--- src/rtl/efams_pkg.sv ---
// ----------------------------------------------------------------------------
// efams_pkg: shared types and constants for the floor/arrow matrix scan
// Glyph tables, motor mode codes and the structs passed between modules.
// ----------------------------------------------------------------------------
package efams_pkg;

  localparam int ROWS       = 8;
  localparam int ROW_W      = 3;
  localparam int TICK_W     = 32;
  localparam int PERIOD_W   = 16;

  localparam logic [PERIOD_W-1:0] PERIOD_RESET = 16'd200;

  // Motor mode codes carried by each tick
  typedef enum logic [1:0] {
    MODE_IDLE  = 2'd0,
    MODE_UP    = 2'd1,
    MODE_DOWN  = 2'd2,
    MODE_OTHER = 2'd3
  } mode_t;

  // Rotation direction of an arrow store
  typedef enum logic {
    DIR_UP   = 1'b0,
    DIR_DOWN = 1'b1
  } dir_t;

  // Digit glyphs "1".."4", row 0 first
  localparam logic [7:0] DIGIT_GLYPH [4][ROWS] = '{
    '{8'h18, 8'h38, 8'h18, 8'h18, 8'h18, 8'h18, 8'h7E, 8'h7E},
    '{8'h70, 8'h88, 8'h08, 8'h10, 8'h20, 8'h40, 8'hF8, 8'h06},
    '{8'hF8, 8'h10, 8'h20, 8'h10, 8'h08, 8'h88, 8'h70, 8'h06},
    '{8'h10, 8'h30, 8'h50, 8'h90, 8'hF8, 8'h10, 8'h10, 8'h06}
  };

  localparam logic [7:0] UP_GLYPH [ROWS] =
    '{8'h10, 8'h28, 8'h44, 8'hEE, 8'h28, 8'h28, 8'h38, 8'h28};
  localparam logic [7:0] DOWN_GLYPH [ROWS] =
    '{8'h28, 8'h38, 8'h28, 8'h28, 8'hEE, 8'h44, 8'h28, 8'h10};

  // Tick held in the input register
  typedef struct packed {
    logic       valid;
    mode_t      mode;
    logic [1:0] floor;
  } item_t;

  // Request to an arrow store for the tick being processed
  typedef struct packed {
    logic              valid;
    logic [ROW_W-1:0]  row;
    logic [TICK_W-1:0] now;
  } arrow_req_t;

  // One scanned row
  typedef struct packed {
    logic [7:0]       row_select_n;
    logic [7:0]       column_bits;
    logic [ROW_W-1:0] row_index;
    logic             frame_last;
  } result_t;

endpackage

--- src/rtl/efams_if.sv ---
// ----------------------------------------------------------------------------
// efams_if: channel interfaces
// Tick channel into the scan core and scanned-row channel out of it.
// ----------------------------------------------------------------------------
interface efams_tick_if;
  logic       valid;
  logic       ready;
  logic [1:0] motor_mode;
  logic [1:0] floor;

  modport source (output valid, motor_mode, floor, input ready);
  modport sink   (input valid, motor_mode, floor, output ready);
endinterface

interface efams_row_if;
  logic       valid;
  logic       ready;
  logic [7:0] row_select_n;
  logic [7:0] column_bits;
  logic [2:0] row_index;
  logic       frame_last;

  modport source (output valid, row_select_n, column_bits, row_index, frame_last,
                  input ready);
  modport sink   (input valid, row_select_n, column_bits, row_index, frame_last,
                  output ready);
endinterface

--- src/rtl/elevator_floor_arrow_matrix_scan_core.sv ---
// ----------------------------------------------------------------------------
// elevator_floor_arrow_matrix_scan_core: 8x8 indicator row-scan driver
// Per 1 ms tick, shows one matrix row of a floor digit or a rotating arrow (none in mode 3).
//
//   channel  dir  handshake    payload
//   tick     in   valid/ready  motor_mode[1:0], floor[1:0]
//   row      out  valid/ready  row_select_n[7:0], column_bits[7:0],
//                              row_index[2:0], frame_last
//   cfg      in   cfg_we       cfg_wdata[15:0] = shift period in ms
//
// A tick passes the input register and then the row output register; one tick per
// cycle is sustained through the two registers while the row output is not stalled.
// Glyph lookup, arrow rotation and period test sit between those registers.
// Reset (synchronous) restores the arrow images, counters and a 200 ms period.
// A stalled row output holds the input register; mode 3 ticks drain without
// waiting on the output.
// ----------------------------------------------------------------------------
module elevator_floor_arrow_matrix_scan_core (
  input  logic                              clk,
  input  logic                              rst,
  efams_tick_if.sink                        tick,
  efams_row_if.source                       row,
  input  logic                              cfg_we,
  input  logic [efams_pkg::PERIOD_W-1:0]    cfg_wdata
);
  import efams_pkg::*;

  item_t             item;
  logic              advance;
  logic              emit;
  logic              out_free;
  logic [TICK_W-1:0] tick_count;
  logic [ROW_W-1:0]  scan_row;
  logic [PERIOD_W-1:0] period;
  arrow_req_t        up_req;
  arrow_req_t        down_req;
  logic [7:0]        up_bits;
  logic [7:0]        down_bits;
  logic [7:0]        col;
  result_t           res;

  efams_in_reg u_in_reg (
    .clk     (clk),
    .rst     (rst),
    .tick    (tick),
    .advance (advance),
    .item    (item)
  );

  // A held tick moves on when the output has room, or at once if it shows nothing
  assign advance = item.valid && (item.mode == MODE_OTHER || out_free);
  assign emit    = advance && (item.mode != MODE_OTHER);

  // Period register
  always_ff @(posedge clk) begin
    if (rst) begin
      period <= PERIOD_RESET;
    end else if (cfg_we) begin
      period <= cfg_wdata;
    end
  end

  // Tick counter and scan position
  always_ff @(posedge clk) begin
    if (rst) begin
      tick_count <= '0;
      scan_row   <= '0;
    end else begin
      if (advance) begin
        tick_count <= tick_count + 1'b1;
      end
      if (emit) begin
        scan_row <= scan_row + 1'b1;
      end
    end
  end

  // Arrow stores
  assign up_req   = '{valid: advance && item.mode == MODE_UP,   row: scan_row, now: tick_count};
  assign down_req = '{valid: advance && item.mode == MODE_DOWN, row: scan_row, now: tick_count};

  efams_arrow_store #(.DIR(DIR_UP)) u_up_store (
    .clk    (clk),
    .rst    (rst),
    .req    (up_req),
    .period (period),
    .bits   (up_bits)
  );

  efams_arrow_store #(.DIR(DIR_DOWN)) u_down_store (
    .clk    (clk),
    .rst    (rst),
    .req    (down_req),
    .period (period),
    .bits   (down_bits)
  );

  // Column pattern by mode
  always_comb begin
    unique case (item.mode)
      MODE_IDLE: col = DIGIT_GLYPH[item.floor][scan_row];
      MODE_UP:   col = up_bits;
      MODE_DOWN: col = down_bits;
      default:   col = '0;
    endcase
  end

  assign res.row_select_n = ~(8'(1) << scan_row);
  assign res.column_bits  = col;
  assign res.row_index    = scan_row;
  assign res.frame_last   = (scan_row == ROW_W'(ROWS - 1));

  efams_out_reg u_out_reg (
    .clk  (clk),
    .rst  (rst),
    .load (emit),
    .res  (res),
    .free (out_free),
    .row  (row)
  );

  // Checks
  a_tick_counts: assert property (@(posedge clk) disable iff (rst)
    advance |=> tick_count == $past(tick_count) + 1'b1)
    else $error("tick counter missed a transaction");

  a_scan_hold: assert property (@(posedge clk) disable iff (rst)
    !emit |=> $stable(scan_row))
    else $error("scan row moved without an emitted row");

  a_emit_loads: assert property (@(posedge clk) disable iff (rst)
    emit |=> row.valid)
    else $error("emitted row not presented");

  a_frame_last: assert property (@(posedge clk) disable iff (rst)
    row.valid && row.frame_last |-> row.row_index == ROW_W'(ROWS - 1))
    else $error("frame_last on a row other than the last");

endmodule

--- src/rtl/efams_in_reg.sv ---
// ----------------------------------------------------------------------------
// efams_in_reg: tick input register
// Holds one accepted tick until the processing logic consumes it.
// ----------------------------------------------------------------------------
module efams_in_reg (
  input  logic            clk,
  input  logic            rst,
  efams_tick_if.sink      tick,
  input  logic            advance,
  output efams_pkg::item_t item
);
  import efams_pkg::*;

  item_t item_q;

  // Take a new tick whenever the register is empty or drains this cycle
  assign tick.ready = !item_q.valid || advance;
  assign item       = item_q;

  always_ff @(posedge clk) begin
    if (rst) begin
      item_q.valid <= 1'b0;
    end else if (tick.ready) begin
      item_q.valid <= tick.valid;
    end
    if (tick.ready && tick.valid) begin
      item_q.mode  <= mode_t'(tick.motor_mode);
      item_q.floor <= tick.floor;
    end
  end

endmodule

--- src/rtl/efams_arrow_store.sv ---
// ----------------------------------------------------------------------------
// efams_arrow_store: rotating arrow image
// Eight rows of one arrow, rotated one row at frame start once the period
// since the last rotation has elapsed.
// ----------------------------------------------------------------------------
module efams_arrow_store #(
  parameter efams_pkg::dir_t DIR = efams_pkg::DIR_UP
) (
  input  logic                                clk,
  input  logic                                rst,
  input  efams_pkg::arrow_req_t               req,
  input  logic [efams_pkg::PERIOD_W-1:0]      period,
  output logic [7:0]                          bits
);
  import efams_pkg::*;

  logic [7:0]        rows     [ROWS];
  logic [7:0]        rows_rot [ROWS];
  logic [7:0]        rows_eff [ROWS];
  logic [TICK_W-1:0] last_shift;
  logic [TICK_W-1:0] elapsed;
  logic              rotate;

  // Rotated image: up moves rows toward row 0, down toward row 7
  always_comb begin
    for (int i = 0; i < ROWS; i++) begin
      if (DIR == DIR_UP) begin
        rows_rot[i] = rows[ROW_W'(i + 1)];
      end else begin
        rows_rot[i] = rows[ROW_W'(i + ROWS - 1)];
      end
    end
  end

  // Period test, made only at frame start
  assign elapsed = req.now - last_shift;
  assign rotate  = req.valid && (req.row == '0) &&
                   (elapsed >= {{(TICK_W-PERIOD_W){1'b0}}, period});

  always_comb begin
    for (int i = 0; i < ROWS; i++) begin
      rows_eff[i] = rotate ? rows_rot[i] : rows[i];
    end
  end

  assign bits = rows_eff[req.row];

  always_ff @(posedge clk) begin
    if (rst) begin
      last_shift <= '0;
      for (int i = 0; i < ROWS; i++) begin
        rows[i] <= (DIR == DIR_UP) ? UP_GLYPH[i] : DOWN_GLYPH[i];
      end
    end else if (rotate) begin
      last_shift <= req.now;
      for (int i = 0; i < ROWS; i++) begin
        rows[i] <= rows_rot[i];
      end
    end
  end

endmodule

--- src/rtl/efams_out_reg.sv ---
// ----------------------------------------------------------------------------
// efams_out_reg: scanned-row output register
// Holds one result until the sink takes it; frees in the same cycle.
// ----------------------------------------------------------------------------
module efams_out_reg (
  input  logic              clk,
  input  logic              rst,
  input  logic              load,
  input  efams_pkg::result_t res,
  output logic              free,
  efams_row_if.source       row
);
  import efams_pkg::*;

  logic    valid;
  result_t data;

  assign free = !valid || row.ready;

  always_ff @(posedge clk) begin
    if (rst) begin
      valid <= 1'b0;
    end else if (load) begin
      valid <= 1'b1;
    end else if (row.ready) begin
      valid <= 1'b0;
    end
    if (load) begin
      data <= res;
    end
  end

  assign row.valid        = valid;
  assign row.row_select_n = data.row_select_n;
  assign row.column_bits  = data.column_bits;
  assign row.row_index    = data.row_index;
  assign row.frame_last   = data.frame_last;

endmodule

--- src/flat_wrapper.sv ---
// flat-port wrapper written by rule: the top's interface ports become plain ports
module elevator_floor_arrow_matrix_scan_core_flat import efams_pkg::*;
  (clk, rst, cfg_we, cfg_wdata, tick_valid, tick_motor_mode, tick_floor, tick_ready, row_valid, row_row_select_n, row_column_bits, row_row_index, row_frame_last, row_ready);
  efams_tick_if tick_i ();
  efams_row_if row_i ();
  input  logic clk;
  input  logic rst;
  input  logic cfg_we;
  input  logic [efams_pkg::PERIOD_W-1:0] cfg_wdata;
  input wire logic [$bits(tick_i.valid)-1:0] tick_valid;
  input wire logic [$bits(tick_i.motor_mode)-1:0] tick_motor_mode;
  input wire logic [$bits(tick_i.floor)-1:0] tick_floor;
  output wire logic [$bits(tick_i.ready)-1:0] tick_ready;
  output wire logic [$bits(row_i.valid)-1:0] row_valid;
  output wire logic [$bits(row_i.row_select_n)-1:0] row_row_select_n;
  output wire logic [$bits(row_i.column_bits)-1:0] row_column_bits;
  output wire logic [$bits(row_i.row_index)-1:0] row_row_index;
  output wire logic [$bits(row_i.frame_last)-1:0] row_frame_last;
  input wire logic [$bits(row_i.ready)-1:0] row_ready;
  assign tick_i.valid = tick_valid;
  assign tick_i.motor_mode = tick_motor_mode;
  assign tick_i.floor = tick_floor;
  assign tick_ready = tick_i.ready;
  assign row_valid = row_i.valid;
  assign row_row_select_n = row_i.row_select_n;
  assign row_column_bits = row_i.column_bits;
  assign row_row_index = row_i.row_index;
  assign row_frame_last = row_i.frame_last;
  assign row_i.ready = row_ready;
  elevator_floor_arrow_matrix_scan_core u_core (.clk(clk), .rst(rst), .tick(tick_i), .row(row_i), .cfg_we(cfg_we), .cfg_wdata(cfg_wdata));
endmodule
--- config.mk ---
export PLATFORM = sky130hd
export DESIGN_NAME = elevator_floor_arrow_matrix_scan_core_flat
export DESIGN_NICKNAME = d
export VERILOG_FILES = /design/src/rtl/efams_pkg.sv /design/src/rtl/efams_if.sv /design/src/rtl/elevator_floor_arrow_matrix_scan_core.sv /design/src/rtl/efams_in_reg.sv /design/src/rtl/efams_arrow_store.sv /design/src/rtl/efams_out_reg.sv /design/src/flat_wrapper.sv
export SDC_FILE = /design/constraint.sdc
export NUM_CORES = 1
export LEC_CHECK = 0
export ABC_AREA = 1
export BUFFER_PORTS_ARGS = -buffer_cell sky130_fd_sc_hd__buf_2
export CORE_ASPECT_RATIO = 1.1
export CORE_MARGIN = 4
export CORE_UTILIZATION = 69
export CTS_BUF_LIST = sky130_fd_sc_hd__clkbuf_16
export DETAILED_ROUTE_END_ITERATION = 10
export PLACE_DENSITY = 0.95
export SYNTH_ARGS = -nofsm -noshare
export SYNTH_HDL_FRONTEND = slang
export SYNTH_SLANG_ARGS = --single-unit
--- constraint.sdc ---
create_clock -name clk -period 5.6 [get_ports clk]
set_input_delay 0.84 -clock clk [delete_from_list [all_inputs] [get_ports clk]]
set_output_delay 0.84 -clock clk [all_outputs]
set_load 0.05 [all_outputs]
==> reports/metrics.csv <==
metric,value,unit
wire per inst,17.76,µm
status,completed,
number of synthesized register bits,269,
clock buffer count from CTS,28,
ratio of cells with drive above 1 in the final layout,9.707,%
WL final,50.96,mm
final hold vios,0,
CP max-delay cell,nand2_4,
PortBufs,46,
syn_nets,2606,
Multi-input gate area,8901,µm²
total iterations of the first detailed-routing run,6,
largest net degree at the start of global routing,60,
final setup violation count,0,
"Async S/R FF share, synth",0,%
FILL cells,1870,
Post-synth EDFFs,152,
first-iteration detailed-routing DRC count,2138,
Via density,5.939,
first-pass GRT wire length,80.00,mm
Slew @ Worst Pin,918.7,ps
Mapped Avg Cell Area,7.330,µm²
Critical Path Start,u_core.tick_count[0],
vias in the first global route,16338,
clk slew on worst S/H paths,60,ps
number of hold buffers added after cts,0,
Lkg Pwr,9.212,nW
worst skew pair latency,550,ps
DIE WIDTH,162.6,µm
fin crit share,85.93,%
YS warnings,0,
RR Startpoint,u_core.tick_count[0],
CP max FO,48,
Clock Path Buffers,3,
Antenna Nets Post-Route,0,
Mapped Area,18130,µm²
antenna diode instance count,0,
Total GRT Usage,34.21,%
Final nets,2634,
CTS resizes,0,
num rows,61,
GPL Wtd Cong,1.020,
WS Path Type,flip-flop to flip-flop,
Max Cap Violations,0,
Crit path largest cell delay,450,ps
P&R area growth vs syn,7.286,%
Initial Util,70.93,%
"Cell Chain, Critical Path","inv_1, ha_1, fa_1, inv_1, nand2_1, nand3_1, nand2_1, nand2_1, xor2_1, ha_1, nand2_1, nor2_1, a211oi_1, nand3_1, nor2_1, nand3_1, nor2_2, nand2_4, nand2_4, nand2_4, buf_12",
post-synthesis instance total,2474,
CP Launch Type,flip-flop,
register area,6907,µm²
Max Freq,207.8,MHz
"Cell Area, Placed",18580,µm²
RSZ-0062 raised after global routing,no,
drt drc,0,
hold_sp,tick_floor[1],
relative slew slack,38.69,%
root buf cell,clkbuf_16,
Worst Path Required,5870,ps
initial antenna violation count,0,
DIE HEIGHT,178.0,µm
type of the tightest min-delay check,input port to flip-flop,
Fin Setup TNS,0,ps
register area share after synthesis,38.08,%
peak supply drop,0.0003225,V
library cells used by synthesis,48,
Synth Flop Type,edfxtp_1,
H-tree Lvls,1,
CTS Sinks,269,
Worst Path Arrival,5080,ps
Power Dens Cells,236.3,nW/µm²
CTS tree,done,
post-CTS setup buffers,0,
Crit path top cell by count,nand2_1,
die area,28940,µm²
post-DP HPWL,37.28,mm
minimum clock period after layout,4812,ps
CP endpoint kind,flip-flop,
fin. max-slew vios,0,
io pins,47,
total congestion overflow,0,
skew final,21.30,ps
total vias in the final route,17045,
fin area,19460,µm²
Core ar.,25570,µm²
[sequential cells by signal (all words and copies together) (netlist names)]
register / count
u_core.tick_count: 32
u_core.u_out_reg.row.valid: 1
u_core.u_out_reg.row.row_select_n: 8
u_core.period: 16
u_core.scan_row: 3
u_core.u_down_store.rows: 64
u_core.u_in_reg.item: 5
u_core.u_out_reg.row.frame_last: 1
u_core.u_down_store.last_shift: 32
u_core.u_out_reg.row.column_bits: 8
u_core.u_up_store.rows: 64
u_core.u_up_store.last_shift: 32
u_core.u_out_reg.row.row_index: 3
[worst paths after layout]
check | end | slack [ps] | depth (start not counted)
worst max-delay path | u_core.u_up_store.rows[1][23] | 790 | 21
worst max register to register | u_core.u_up_store.rows[1][23] | 790 | 21
worst min register to register | u_core.u_up_store.last_shift[22] | 500 | 2
worst min-delay path | u_core.u_in_reg.item[1] | 460 | 1
[layout make-up]
type                    count  area share, %
multi-input cells        1627          45.75
flip-flops and latches    269          35.50
inverters                 512          9.884
clock buffers              30          3.859
well taps                 346          2.225
repair buffers             64          2.135
clock inverters            22         0.6495
[Yosys cell counts (2+ instances only)]
cell type	instances	share of area [%]
nor2_2	43	1.5
and3_1	2	0.069
xor2_1	31	1.5
buf_4	8	0.33
nor2_1	185	3.8
inv_2	12	0.25
fa_1	2	0.22
nor2_4	4	0.25
xnor2_1	3	0.14
dfxtp_1	117	13
nor4_1	5	0.17
a221oi_1	18	0.87
o211ai_1	2	0.083
a211oi_1	2	0.083
clkbuf_1	32	0.66
nand3_1	149	4.1
or2_1	25	0.86
nor3_2	2	0.11
nand3b_1	5	0.21
buf_6	12	0.75
nor4_2	2	0.14
and2_1	8	0.28
nand2_2	6	0.21
a21oi_1	125	3.4
nor3_1	31	0.86
o21a_1	4	0.17
clkinv_1	3	0.062
nand2_4	8	0.50
buf_8	3	0.25
o21ai_0	60	1.7
o22ai_1	51	1.8
inv_1	497	10
buf_2	5	0.14
nand2_1	659	14
a21o_1	2	0.083
o22ai_2	58	4.0
nand4_1	22	0.76
buf_1	6	0.12
edfxtp_1	152	25
ha_1	105	7.2
[cell usage in the layout (no fill, tap or decap), types with 44 or more instances in the layout]
| master | count |
|---|---|
| inv_1 | 503 |
| dfxtp_1 | 117 |
| buf_2 | 46 |
| nand2_1 | 659 |
| o22ai_2 | 58 |
| ha_1 | 105 |
| nor2_2 | 44 |
| o22ai_1 | 51 |
| nand3_1 | 149 |
| a21oi_1 | 125 |
| o21ai_0 | 60 |
| edfxtp_1 | 152 |
| nor2_1 | 184 |
[where the power goes]
| part | total (W) | switching, W | internal (W) | leakage, nW |
|---|---|---|---|---|
| combinational | 0.000619 | 0.000439 | 0.000180 | 6.39 |
| clock | 0.00180 | 0.000788 | 0.00101 | 0.458 |
| sequential | 0.00218 | 0.0000309 | 0.00215 | 2.36 |
| total | 0.00460 | 0.00126 | 0.00334 | 9.21 |
[cell families (layout without fill, tap and decap cells)]
logic type	after synthesis	count (layout)	synth area share [%]
simple gates	1159	1159	27.60
buf+inv	578	628	12.85
compound gates	327	327	12.36
flops	269	269	38.08
fa+ha+maj	107	107	7.465
xor+xnor	34	34	1.642
[per-stage QoR]
| stage | setup slack (ps) | power (W) | util [%] | hold WS, ps | instances |
|---|---|---|---|---|---|
| final | 787.7 | 0.004598 | 76.09 | 462.5 | 2870 |
| after global routing | 574.9 | 0.004745 | 76.09 | 451.6 | 2870 |
| after CTS | 938.2 | 0.004578 | 76.09 | 456.2 | 2870 |
| after detailed placement | 992.5 | 0.002821 | 72.66 | 482.7 | 2818 |
| after global placement | 1101 | 0.002797 | 72.66 | 478.4 | 2818 |
| after floorplan | 2143 | 0.002655 | - | 459.4 | 2474 |
[per-layer routing]
metal  global-route usage, %  up-vias  routed length [µm]
met1                   41.75     7864               19310
li1                        -     7972                   -
met4                   17.93        0                2916
met5                       0        -                   0
met2                   59.76      964               24660
met3                   3.952      245                4076
[worst max-delay path, delay by kind of cell, from the launching register on]
kind	cells	cell delay, ps
adders and majority gates	3	930
buffers and inverters	3	610
and+or+nand+nor	13	2190
AOI/OAI and AO/OA	1	170
xor gates and xnor gates	1	170
DFF	1	390
Power figures use the tool's default switching activity.
